[src/hdl/pcc_pkg.sv]
// Package: character codes, register indexes and result item type for the column canonicalizer.
package pcc_pkg;

  localparam int unsigned ByteW   = 8;
  localparam int unsigned CfgIdxW = 1;
  localparam int unsigned CfgW    = 8;
  localparam int unsigned Slots   = 3;
  localparam int unsigned CntW    = $clog2(Slots + 1);

  // Character codes
  localparam logic [ByteW-1:0] ChBs  = 8'h08;
  localparam logic [ByteW-1:0] ChTab = 8'h09;
  localparam logic [ByteW-1:0] ChNl  = 8'h0A;
  localparam logic [ByteW-1:0] ChFf  = 8'h0C;
  localparam logic [ByteW-1:0] ChCr  = 8'h0D;
  localparam logic [ByteW-1:0] ChSp  = 8'h20;
  localparam logic [ByteW-1:0] ChPs5 = 8'h05;
  localparam logic [ByteW-1:0] ChPs6 = 8'h06;
  localparam logic [ByteW-1:0] ChSo  = 8'h0E;
  localparam logic [ByteW-1:0] ChSi  = 8'h0F;
  localparam logic [ByteW-1:0] Ch210 = 8'h88;

  localparam logic [ByteW-1:0] MaxColReset = 8'd132;
  localparam logic [ByteW-1:0] ColMax      = 8'hFF;

  typedef enum logic [CfgIdxW-1:0] {
    RegRawMode   = 1'b0,
    RegMaxColumn = 1'b1
  } cfg_reg_e;

  typedef struct packed {
    logic [ByteW-1:0] out_byte;
    logic [ByteW-1:0] repeat_count;
    logic             last_in_run;
  } res_item_t;

endpackage

[src/hdl/printer_column_canonicalizer_top.sv]
// Top level: line printer column canonicalizer with a three-entry result buffer.
//
// Each accepted character is decoded in the cycle it is accepted: the logical and
// printed columns update at once and the zero to three resulting transactions
// (carriage return, a space run with a repeat count, the character) are loaded
// into a three-slot result buffer that drains one transaction per cycle at the
// output while out_ready_i is high. A character therefore occupies the block until
// its last result leaves, and a character with no result does not hold it. The
// next character is taken in the same cycle the last pending result leaves, so
// sustained rate is set by the single output channel. Configuration writes take
// effect at the clock edge where cfg_we_i is high.
module printer_column_canonicalizer_top
  import pcc_pkg::*;
(
  input  logic               clk_i,
  input  logic               rst_ni,
  // configuration write port
  input  logic               cfg_we_i,
  input  logic [CfgIdxW-1:0] cfg_index_i,
  input  logic [CfgW-1:0]    cfg_data_i,
  // character input
  input  logic               in_valid_i,
  output logic               in_ready_o,
  input  logic [ByteW-1:0]   char_in_i,
  // result output
  output logic               out_valid_o,
  input  logic               out_ready_i,
  output logic [ByteW-1:0]   out_byte_o,
  output logic [ByteW-1:0]   repeat_count_o,
  output logic               last_in_run_o
);

  logic             raw_mode_q;
  logic [ByteW-1:0] max_column_q;
  logic [ByteW-1:0] log_col_q, log_col_d;
  logic [ByteW-1:0] prt_col_q, prt_col_d;
  res_item_t        slot_q [Slots];
  res_item_t        slot_d [Slots];
  logic [CntW-1:0]  cnt_q, cnt_d;

  logic in_acc, out_acc;

  // handshake
  assign out_valid_o = (cnt_q != '0);
  assign out_acc     = out_valid_o && out_ready_i;
  assign in_ready_o  = (cnt_q == '0) || ((cnt_q == CntW'(1)) && out_ready_i);
  assign in_acc      = in_valid_i && in_ready_o;

  assign out_byte_o     = slot_q[0].out_byte;
  assign repeat_count_o = slot_q[0].repeat_count;
  assign last_in_run_o  = slot_q[0].last_in_run;

  // configuration registers
  always_ff @(posedge clk_i or negedge rst_ni) begin
    if (!rst_ni) begin
      raw_mode_q   <= 1'b0;
      max_column_q <= MaxColReset;
    end else if (cfg_we_i) begin
      unique case (cfg_index_i)
        RegRawMode:   raw_mode_q   <= cfg_data_i[0];
        RegMaxColumn: max_column_q <= cfg_data_i;
        default: ;
      endcase
    end
  end

  // character decode
  logic [ByteW:0]     tab_sum;
  logic [ByteW-1:0]   tab_col, inc_col, prt_base, sp_cnt;
  logic               need_cr, in_limit, need_sp;
  logic [CntW-1:0]    n_new;
  logic [ByteW-1:0]   b0, b1, c0;

  always_comb begin
    tab_sum  = ({1'b0, log_col_q} + (ByteW+1)'(8)) & ~(ByteW+1)'(7);
    tab_col  = tab_sum[ByteW] ? ColMax : tab_sum[ByteW-1:0];
    inc_col  = (log_col_q == ColMax) ? ColMax : log_col_q + ByteW'(1);
    need_cr  = log_col_q < prt_col_q;
    prt_base = need_cr ? '0 : prt_col_q;
    in_limit = log_col_q < max_column_q;
    need_sp  = in_limit && (log_col_q > prt_base);
    sp_cnt   = log_col_q - prt_base;

    log_col_d = log_col_q;
    prt_col_d = prt_col_q;
    n_new     = '0;
    b0        = char_in_i;
    c0        = ByteW'(1);
    b1        = char_in_i;

    if (raw_mode_q) begin
      n_new = CntW'(1);
    end else begin
      case (char_in_i)
        ChTab: log_col_d = tab_col;
        ChFf, ChNl: begin
          n_new     = CntW'(1);
          log_col_d = '0;
          prt_col_d = '0;
        end
        ChCr: log_col_d = '0;
        ChBs: log_col_d = (log_col_q == '0) ? '0 : log_col_q - ByteW'(1);
        ChSp: log_col_d = inc_col;
        ChPs5, ChPs6, ChSo, ChSi, Ch210: n_new = CntW'(1);
        default: begin
          // optional CR, optional space run, then the character if below the maximum column
          n_new = CntW'({1'b0, need_cr}) + CntW'({1'b0, need_sp})
                + CntW'({1'b0, in_limit});
          if (need_cr) begin
            prt_col_d = '0;
            b0        = ChCr;
            b1        = need_sp ? ChSp : char_in_i;
          end else if (need_sp) begin
            b0 = ChSp;
            c0 = sp_cnt;
          end
          if (in_limit) prt_col_d = log_col_q + ByteW'(1);
          log_col_d = inc_col;
        end
      endcase
    end
  end

  // result buffer next state
  always_comb begin
    slot_d = slot_q;
    cnt_d  = cnt_q;
    if (in_acc) begin
      slot_d[0].out_byte     = b0;
      slot_d[0].repeat_count = c0;
      slot_d[1].out_byte     = b1;
      slot_d[1].repeat_count = (need_cr && need_sp) ? sp_cnt : ByteW'(1);
      slot_d[2].out_byte     = char_in_i;
      slot_d[2].repeat_count = ByteW'(1);
      for (int i = 0; i < Slots; i++) begin
        slot_d[i].last_in_run = (n_new == CntW'(i + 1));
      end
      cnt_d = n_new;
    end else if (out_acc) begin
      for (int i = 0; i < Slots - 1; i++) begin
        slot_d[i] = slot_q[i + 1];
      end
      cnt_d = cnt_q - CntW'(1);
    end
  end

  always_ff @(posedge clk_i) begin
    slot_q <= slot_d;
  end

  always_ff @(posedge clk_i or negedge rst_ni) begin
    if (!rst_ni) begin
      cnt_q     <= '0;
      log_col_q <= '0;
      prt_col_q <= '0;
    end else begin
      cnt_q <= cnt_d;
      if (in_acc) begin
        log_col_q <= log_col_d;
        prt_col_q <= prt_col_d;
      end
    end
  end

  // checks
  a_cnt_range: assert property (@(posedge clk_i) disable iff (!rst_ni)
    cnt_q <= CntW'(Slots))
    else $error("result count out of range");

  a_last_on_final: assert property (@(posedge clk_i) disable iff (!rst_ni)
    (cnt_q == CntW'(1)) |-> last_in_run_o)
    else $error("final pending result not marked last");

  a_not_last_early: assert property (@(posedge clk_i) disable iff (!rst_ni)
    (cnt_q > CntW'(1)) |-> !last_in_run_o)
    else $error("result marked last with more pending");

  a_hold_on_stall: assert property (@(posedge clk_i) disable iff (!rst_ni)
    (out_valid_o && !out_ready_i) |=> (out_valid_o && $stable(out_byte_o)
      && $stable(repeat_count_o)))
    else $error("stalled result changed");

  a_raw_one: assert property (@(posedge clk_i) disable iff (!rst_ni)
    (in_acc && raw_mode_q) |=> (cnt_q == CntW'(1) && out_byte_o == $past(char_in_i)))
    else $error("raw transaction not passed through");

endmodule
[config.mk]
export PLATFORM = sky130hd
export DESIGN_NAME = printer_column_canonicalizer_top
export DESIGN_NICKNAME = d
export VERILOG_FILES = /design/src/hdl/pcc_pkg.sv /design/src/hdl/printer_column_canonicalizer_top.sv
export SDC_FILE = /design/constraint.sdc
export NUM_CORES = 1
export LEC_CHECK = 0
export ABC_AREA = 1
export BUFFER_PORTS_ARGS = -buffer_cell sky130_fd_sc_hd__clkbuf_2
export CORE_UTILIZATION = 40
export DETAILED_ROUTE_END_ITERATION = 8
export GPL_TIMING_DRIVEN = 0
export PLACE_DENSITY = 0.59
export SETUP_SLACK_MARGIN = 0.1
export SYNTH_ARGS = -nofsm -noshare
export SYNTH_HDL_FRONTEND = slang
export SYNTH_SLANG_ARGS = --single-unit
export TNS_END_PERCENT = 20
[constraint.sdc]
create_clock -name clk_i -period 4.88 [get_ports clk_i]
set_input_delay 0.976 -clock clk_i [delete_from_list [all_inputs] [get_ports clk_i]]
set_output_delay 0.976 -clock clk_i [all_outputs]
set_load 0.05 [all_outputs]
==> flow_summary.toml, run 1 <==
[run_status]
status = "completed"

[global_route]
antenna_found_initial = 0
grt_max_degree = 36
grtUsageTotal = 0.1904
grt_pass1_vias = 3756
grt-ovfl-total = 0
grt_pass1_wl_um = 17490

[clock_tree]
htreeDepth = 3
clk_pin_slew_worst_paths_ns = 0.06
post_cts_resized = 0
cts_tree = "yes"
insertion_delay_ns = 0.33
cts-root-buf = "clkbuf_16"
cts.path.max_buffers = 2
ctsHoldBuffers = 0
cts_made_buffers = 9
post-cts-setup-buffers = 0
cts.sinks = 70

[detailed_routing]
wl_met1_um = 4875
drt_iter0_drc = 175
via_per_inst = 4.890
first_pass_iters = 4
routedWlPerCell_um = 13.36
drt_wl_total_um = 10360
ant_nets = 0
topRoutingLayerUsed = "met4"
num_vias = 3790
met3_wirelength_um = 372
met2_length_um = 4974
drc_errors = 0

[synth]
synth_warnings = 0
synth_top_family_by_area = "simple AND/OR/NAND/NOR gates"
yosys-mux-area-fraction = 0.002140
synthXorXnorAreaFrac = 0.03371
syn_nets = 628
netlist_area_um2 = 4677
yosys.area_share.simple = 0.2884
synth_flop_cell = "edfxtp_1"
syn_inst = 575
synth-compound-area-share = 0.07517
synth_seq_area_share = 0.4211
ys_types = 41
synth-adder-area-share = 0.08614
ys_ff_latch = 70
synth-edff-count = 43
syn_avg_cell_area_um2 = 8.134
synthArstFlopShare = 0.3857

[power]
cellLeakagePower_nw = 2.665
switching_share = 0.4690
powerDensity_nw_per_um2 = 753.4
switchingPower_mw = 1.919
peakVddDrop_v = 0.0003875
clkPwrFrac = 0.187
power_frac_seq = 0.260
p_int_mw = 2.172
power_frac_comb = 0.553

[placed_design]
dpl.hpwl_um = 7801
gp_congestion = 0.9004
io_buffers = 40
dp_slack_ns = 0.8886
postPlaceCellArea_um2 = 5056

[layout]
syn_to_final_growth_pct = 16.10
final_core_util = 0.4756
fin_area_um2 = 5430
antennaDiodeCount = 0
fin_nets = 680
drive_above_1_share = 0.1820

[timing]
hold_viol = 0
fin_crit_ns = 3.994
fin_worst_skew_ns = 0.008641
slew_violations = 0
hold_slack_ns = 0.4804
setup_viol = 0
setup_ws_ns = 0.8859
worst_pin_slew_ns = 0.8899
slew_headroom = 0.4068
period_share = 0.8185
fmaxAchievable_ghz = 0.2504
tns_ns = 0
rsz0062_at_grt = "false"

[worst_setup_path]
crit_arrival_ns = 4.18
crit_slowest_cell = "dfrtp_1"
worst-path-max-fanout = 10
crit_type = "reg2reg"
endpoint_kind = "flip-flop"
path_cells = "ha_1 -> nand2_1 -> inv_1 -> nand2_1 -> nand2_1 -> nand2_1 -> nand2_1 -> buf_2 -> nand2_1 -> inv_1 -> ha_1 -> inv_1 -> fa_1 -> nand3_1 -> nand3_2 -> nand2_1 -> nand3_1 -> nand2_2 -> nor2_8 -> fa_1 -> inv_1 -> o21ai_1 -> nand2_1 -> o21ai_1"
cpPeakStageDelay_ns = 0.52
critPathLaunchType = "flip-flop"
worst_path_most_repeated_cell = "nand2_1"
cp.required_ns = 5.07
path_buf_inv = 5
cp_top_family = "adder cells"

[floorplan]
die_x_um = 110.1
core_um2 = 11420
rows = 39
die-area_um2 = 12130
dieHeight_um = 110.1
floorplan.io_pins = 41
start_util = 0.4096

[flow_run]
drv_cap = 0

[hold_path]
hold_path.class = "reg2reg"
## power groups by stage
stage	clock network, mW	logic, mW	registers (mW)
after floorplan	0	1.76	1.04
after global placement	0	2.21	1.07
after detailed placement	0	2.24	1.08
after CTS	0.781	2.26	1.07
after global routing	0.805	2.56	1.09
final	0.767	2.26	1.06
## cell usage in the layout (no fill, tap or decap), types with 7 or more instances in the layout
cell / synthesis / layout
clkbuf_16: 0 / 9
nand3_1: 37 / 37
nor2_1: 50 / 50
edfxtp_1: 43 / 43
buf_4: 16 / 16
clkbuf_2: 1 / 41
xor2_1: 15 / 15
inv_1: 64 / 64
o21ai_0: 21 / 21
ha_1: 29 / 29
dfrtp_1: 25 / 25
nand2_1: 161 / 161
a21oi_1: 26 / 26
nand2_2: 7 / 7
## path summary, 6_finish.rpt
check | from | end | slack [ns] | cells after the start
worst max-delay path | log_col_q[3]$_DFFE_PN0P_ | last_in_run_o$_DFFE_PP_ | 0.89 | 24
worst min-delay path | max_column_q[7]$_DFFE_PN1P_ | max_column_q[7]$_DFFE_PN1P_ | 0.48 | 2
worst max register to register | log_col_q[3]$_DFFE_PN0P_ | last_in_run_o$_DFFE_PP_ | 0.89 | 24
worst min register to register | max_column_q[7]$_DFFE_PN1P_ | max_column_q[7]$_DFFE_PN1P_ | 0.48 | 2
max in group asynchronous | rst_ni | cnt_q[0]$_DFFE_PN0P_ | 3.71 | 1
min in group asynchronous | rst_ni | prt_col_q[3]$_DFFE_PN0P_ | 0.69 | 1
## routing by layer
metal,vias to the layer above,GRT usage
met5,-,0
met4,0,0.05639
met3,10,0.03175
met2,66,0.3250
met1,1756,0.2476
li1,1958,-
## cell families after synthesis
family,count (synthesis)
muxes,1
adders and majority gates,31
and+or+nand+nor,293
buffers and inverters,97
xor gates and xnor gates,18
AOI/OAI and AO/OA,65
DFF,70
## synth_stat cells, types with 2 or more instances
cell type,number,area (µm²)
nand2_2,7,43.79
a31oi_1,2,12.51
edfxtp_1,43,1291
nor3_1,6,30.03
nor2_4,6,67.56
nand3_1,37,185.2
inv_1,64,240.2
nor2_2,3,18.77
nand2_1,161,604.3
xnor2_1,3,26.28
xor2_1,15,131.4
clkbuf_1,5,18.77
buf_2,3,15.01
ha_1,29,362.9
a21oi_1,26,130.1
dfstp_2,2,52.55
o211ai_1,2,15.01
o21ai_1,6,30.03
and2_1,3,18.77
o21bai_1,2,15.01
inv_2,6,22.52
nand3b_1,3,22.52
or2_2,2,12.51
nand3_2,3,30.03
dfrtp_1,25,625.6
o21ai_0,21,105.1
nor2_1,50,187.7
buf_4,16,120.1
nand4_1,6,37.54
o22ai_1,3,18.77
fa_1,2,40.04
nor2_8,2,40.04
nand2_4,3,33.78
## tightest hold or removal path, stage by stage, from the launching register on
cell	delay, ns
dfstp_2	0.36
inv_1	0.06
a21oi_1	0.06
## registers in the layout (all words and copies together), names as in the netlist
signal / count
prt_col_q: 8
last_in_run_o: 1
raw_mode_q: 1
log_col_q: 8
max_column_q: 8
repeat_count_o: 8
cnt_q: 2
slot_q: 26
out_byte_o: 8
## per-stage QoR
step | total power, mW | cells
after floorplan | 2.803 | 575
after global placement | 3.282 | 758
after detailed placement | 3.326 | 758
after CTS | 4.116 | 774
after global routing | 4.454 | 775
final | 4.091 | 775
## cell type report
class / count / area (µm²)
Timing Repair Buffer: 41 / 227.7
Multi-Input combinational cell: 408 / 2271
Clock inverter: 7 / 121.4
Clock buffer: 9 / 225.2
Inverter: 70 / 262.8
Tap cell: 143 / 178.9
Buffer: 27 / 173.9
Fill cell: 1125 / 5988
Sequential cell: 70 / 1969
Power figures use the tool's default switching activity.
==> run 2, diff against run 1 <==
--- a/config.mk
+++ b/config.mk
@@ -5,7 +5,7 @@
 export SDC_FILE = /design/constraint.sdc
 export NUM_CORES = 1
 export LEC_CHECK = 0
-export ABC_AREA = 1
+export ABC_AREA = 0
 export BUFFER_PORTS_ARGS = -buffer_cell sky130_fd_sc_hd__clkbuf_2
 export CORE_UTILIZATION = 40
 export DETAILED_ROUTE_END_ITERATION = 8
==> constraint.sdc (replaced) <==
create_clock -name clk_i -period 4.01 [get_ports clk_i]
set_input_delay 0.802 -clock clk_i [delete_from_list [all_inputs] [get_ports clk_i]]
set_output_delay 0.802 -clock clk_i [all_outputs]
set_load 0.05 [all_outputs]
==> run 2 against run 1 <==
Clock skew increased by 0.0021 ns; clock-buffer cell count unchanged; hold slack improved by 0.014 ns; critical path type unchanged.
==> flow_summary.toml, run 2 <==
[run_status]
status = "completed"

[synth]
synth_top_family_by_area = "compound AO/OA/AOI/OAI gates"
synth-edff-count = 43
synth-adder-area-share = 0.09022
syn_inst = 434
yosys.area_share.simple = 0.1527
ys_top_cells_by_count = "edfxtp_1 (43), a21oi_1 (31), nand2_1 (31)"
syn_nets = 487
netlist_area_um2 = 4466
ys_ff_latch = 70
synth_top_area_frac = 0.2892
synthTopCellsByArea = "edfxtp_1 (29%), dfrtp_1 (14%), ha_1 (8.1%)"
yosys-mux-area-fraction = 0.02746
ys_types = 66
synth_most_common_cell = "edfxtp_1"
syn_avg_cell_area_um2 = 10.29
synthXorXnorAreaFrac = 0.02550
synth_seq_area_share = 0.4410
synth-compound-area-share = 0.1900
yosysTopAreaCell = "edfxtp_1"
synth_flop_cell = "edfxtp_1"
synthArstFlopShare = 0.3857
synth_warnings = 0

[detailed_routing]
ant_nets = 0
via_per_inst = 5.460
num_vias = 3609
routedWlPerCell_um = 17.07
first_pass_iters = 4
drt_wl_total_um = 11280
drt_iter0_drc = 187
drc_errors = 0

[clock_tree]
cts-root-buf = "clkbuf_8"
cts_made_buffers = 9
cts.sinks = 70
clk_pin_slew_worst_paths_ns = 0.08
htreeDepth = 3
ctsHoldBuffers = 0
cts.path.max_buffers = 2
cts_tree = "yes"
insertion_delay_ns = 0.36

[layout]
layout_commonest_cell = "buf_4"
fin_area_um2 = 5479
antennaDiodeCount = 0
top_register = "slot_q"
drive_above_1_share = 0.3109
fin_nets = 569
layout_common_cells = "buf_4 (47), edfxtp_1 (43), clkbuf_2 (40), a21oi_1 (30), nand2_1 (30)"
syn_to_final_growth_pct = 22.70
seq_area_um2 = 1978
multi_input_area_um2 = 2313
largest_reg_flops = 26
fillerInstances = 1002

[global_route]
grt_pass1_wl_um = 17540
antenna_found_initial = 0
grt_max_degree = 39
grt_pass1_vias = 3442
grtUsageTotal = 0.2020
grt-ovfl-total = 0

[power]
power.total_mw = 5.752
cellLeakagePower_nw = 2.293
peakVddDrop_v = 0.0004941
powerDensity_nw_per_um2 = 1050

[placed_design]
postPlaceCellArea_um2 = 4841
dpl.hpwl_um = 7704
io_buffers = 40
gp_congestion = 0.8921

[worst_setup_path]
critPathLaunchType = "flip-flop"
crit_type = "reg2reg"
cp.required_ns = 4.12
r2r-end = "last_in_run_o$_DFFE_PP_"
r2r_slack_ns = 0.19
worstRegToRegCells = 20
worstReg2RegStart = "log_col_q[5]$_DFFE_PN0P_"
worst-path-max-fanout = 6
crit_arrival_ns = 3.93
endpoint_kind = "flip-flop"

[flow_run]
drv_cap = 0

[timing]
fin_worst_skew_ns = 0.01073
fin_crit_ns = 3.818
rsz0062_at_grt = "true"
fmaxAchievable_ghz = 0.2619
setup_viol = 0
tns_ns = 0
slew_violations = 0
worst_pin_slew_ns = 1.058
period_share = 0.9521
hold_viol = 0
slew_headroom = 0.2894

[floorplan]
floorplan.io_pins = 41
rows = 38
dieHeight_um = 107.7
die_x_um = 107.7
core_um2 = 10840
start_util = 0.4119
die-area_um2 = 11590

[hold_path]
hold_path.class = "in2async"
==> run 2: cell count changes in the layout (fill, tap and decap cells not counted), sizes merged, moves of 22 or more <==
cell,change
nand2,-140
nor2,-32
inv,-41
nand3,-27
a22o,+22
buf,+29
==> run 2: worst max path at each step <==
stage / from / slack (ns) / end / depth (start not counted)
CTS: log_col_q[6]$_DFFE_PN0P_ / 0.11 / last_in_run_o$_DFFE_PP_ / 19
detailed placement: log_col_q[1]$_DFFE_PN0P_ / -0.35 / last_in_run_o$_DFFE_PP_ / 19
finish: log_col_q[5]$_DFFE_PN0P_ / 0.19 / last_in_run_o$_DFFE_PP_ / 20
global placement: log_col_q[5]$_DFFE_PN0P_ / -0.32 / last_in_run_o$_DFFE_PP_ / 19
global route: prt_col_q[5]$_DFFE_PN0P_ / 0.01 / last_in_run_o$_DFFE_PP_ / 20
floorplan: log_col_q[7]$_DFFE_PN0P_ / 0.15 / last_in_run_o$_DFFE_PP_ / 19
==> run 2: per-layer routing <==
layer / share of wire / GRT usage
met3: 0.043 / 0.04600
met4: 0.025 / 0.09785
met5: 0 / 0
met1: 0.44 / 0.2557
met2: 0.49 / 0.3242
==> run 2: layout make-up <==
type                            instances  area share
Multi-Input combinational cell        299      0.4222
Sequential cell                        70      0.3610
Inverter                               32     0.02398
Tap cell                              140     0.03197
Buffer                                 33     0.03859
Timing Repair Buffer                   71     0.07901
Clock inverter                          7     0.02055
Clock buffer                            9     0.02261
==> run 2: cells by family (layout without fill, tap and decap cells) <==
kind of cell	after synthesis	count (layout)
compound gates	116	116
flops	70	70
simple gates	128	128
xor+xnor	13	13
fa+ha+maj	31	31
mux	11	11
buf+inv	65	152
==> run 2: what timing repair did <==
item,CTS,global route
pin swaps,3,10
resized for setup,20,17
setup endpoints to repair,18,9
buffers inserted,22,10
==> run 2: report_power, final <==
part	total [mW]	internal, mW	switching (mW)
Combinational	3.84	1.78	2.06
Sequential	1.22	1.09	0.126
Clock	0.692	0.410	0.282
Total	5.75	3.28	2.47
==> run 2: per-stage QoR <==
step                      setup slack, ns  utilization  cells  hold slack, ns
after floorplan                    0.1458            -    434          0.4794
after global placement            -0.3225       0.4466    614          0.4930
after detailed placement          -0.3525       0.4466    614          0.4973
after CTS                          0.1078       0.4923    652          0.5035
after global routing             0.009849       0.5054    661          0.5288
final                              0.1919       0.5054    661          0.4948
==> run 2: critical path: stages (launching register included) <==
cell	delay, ns
dfrtp_2	0.45
ha_4	0.25
a21o_1	0.18
a221oi_2	0.25
o21ai_2	0.10
buf_4	0.14
buf_4	0.13
buf_4	0.13
buf_4	0.12
buf_4	0.12
buf_4	0.12
buf_4	0.13
buf_4	0.13
buf_4	0.12
buf_4	0.12
buf_4	0.14
clkinvlp_4	0.11
fa_1	0.46
nand2b_1	0.12
o211ai_1	0.11
o21a_1	0.13
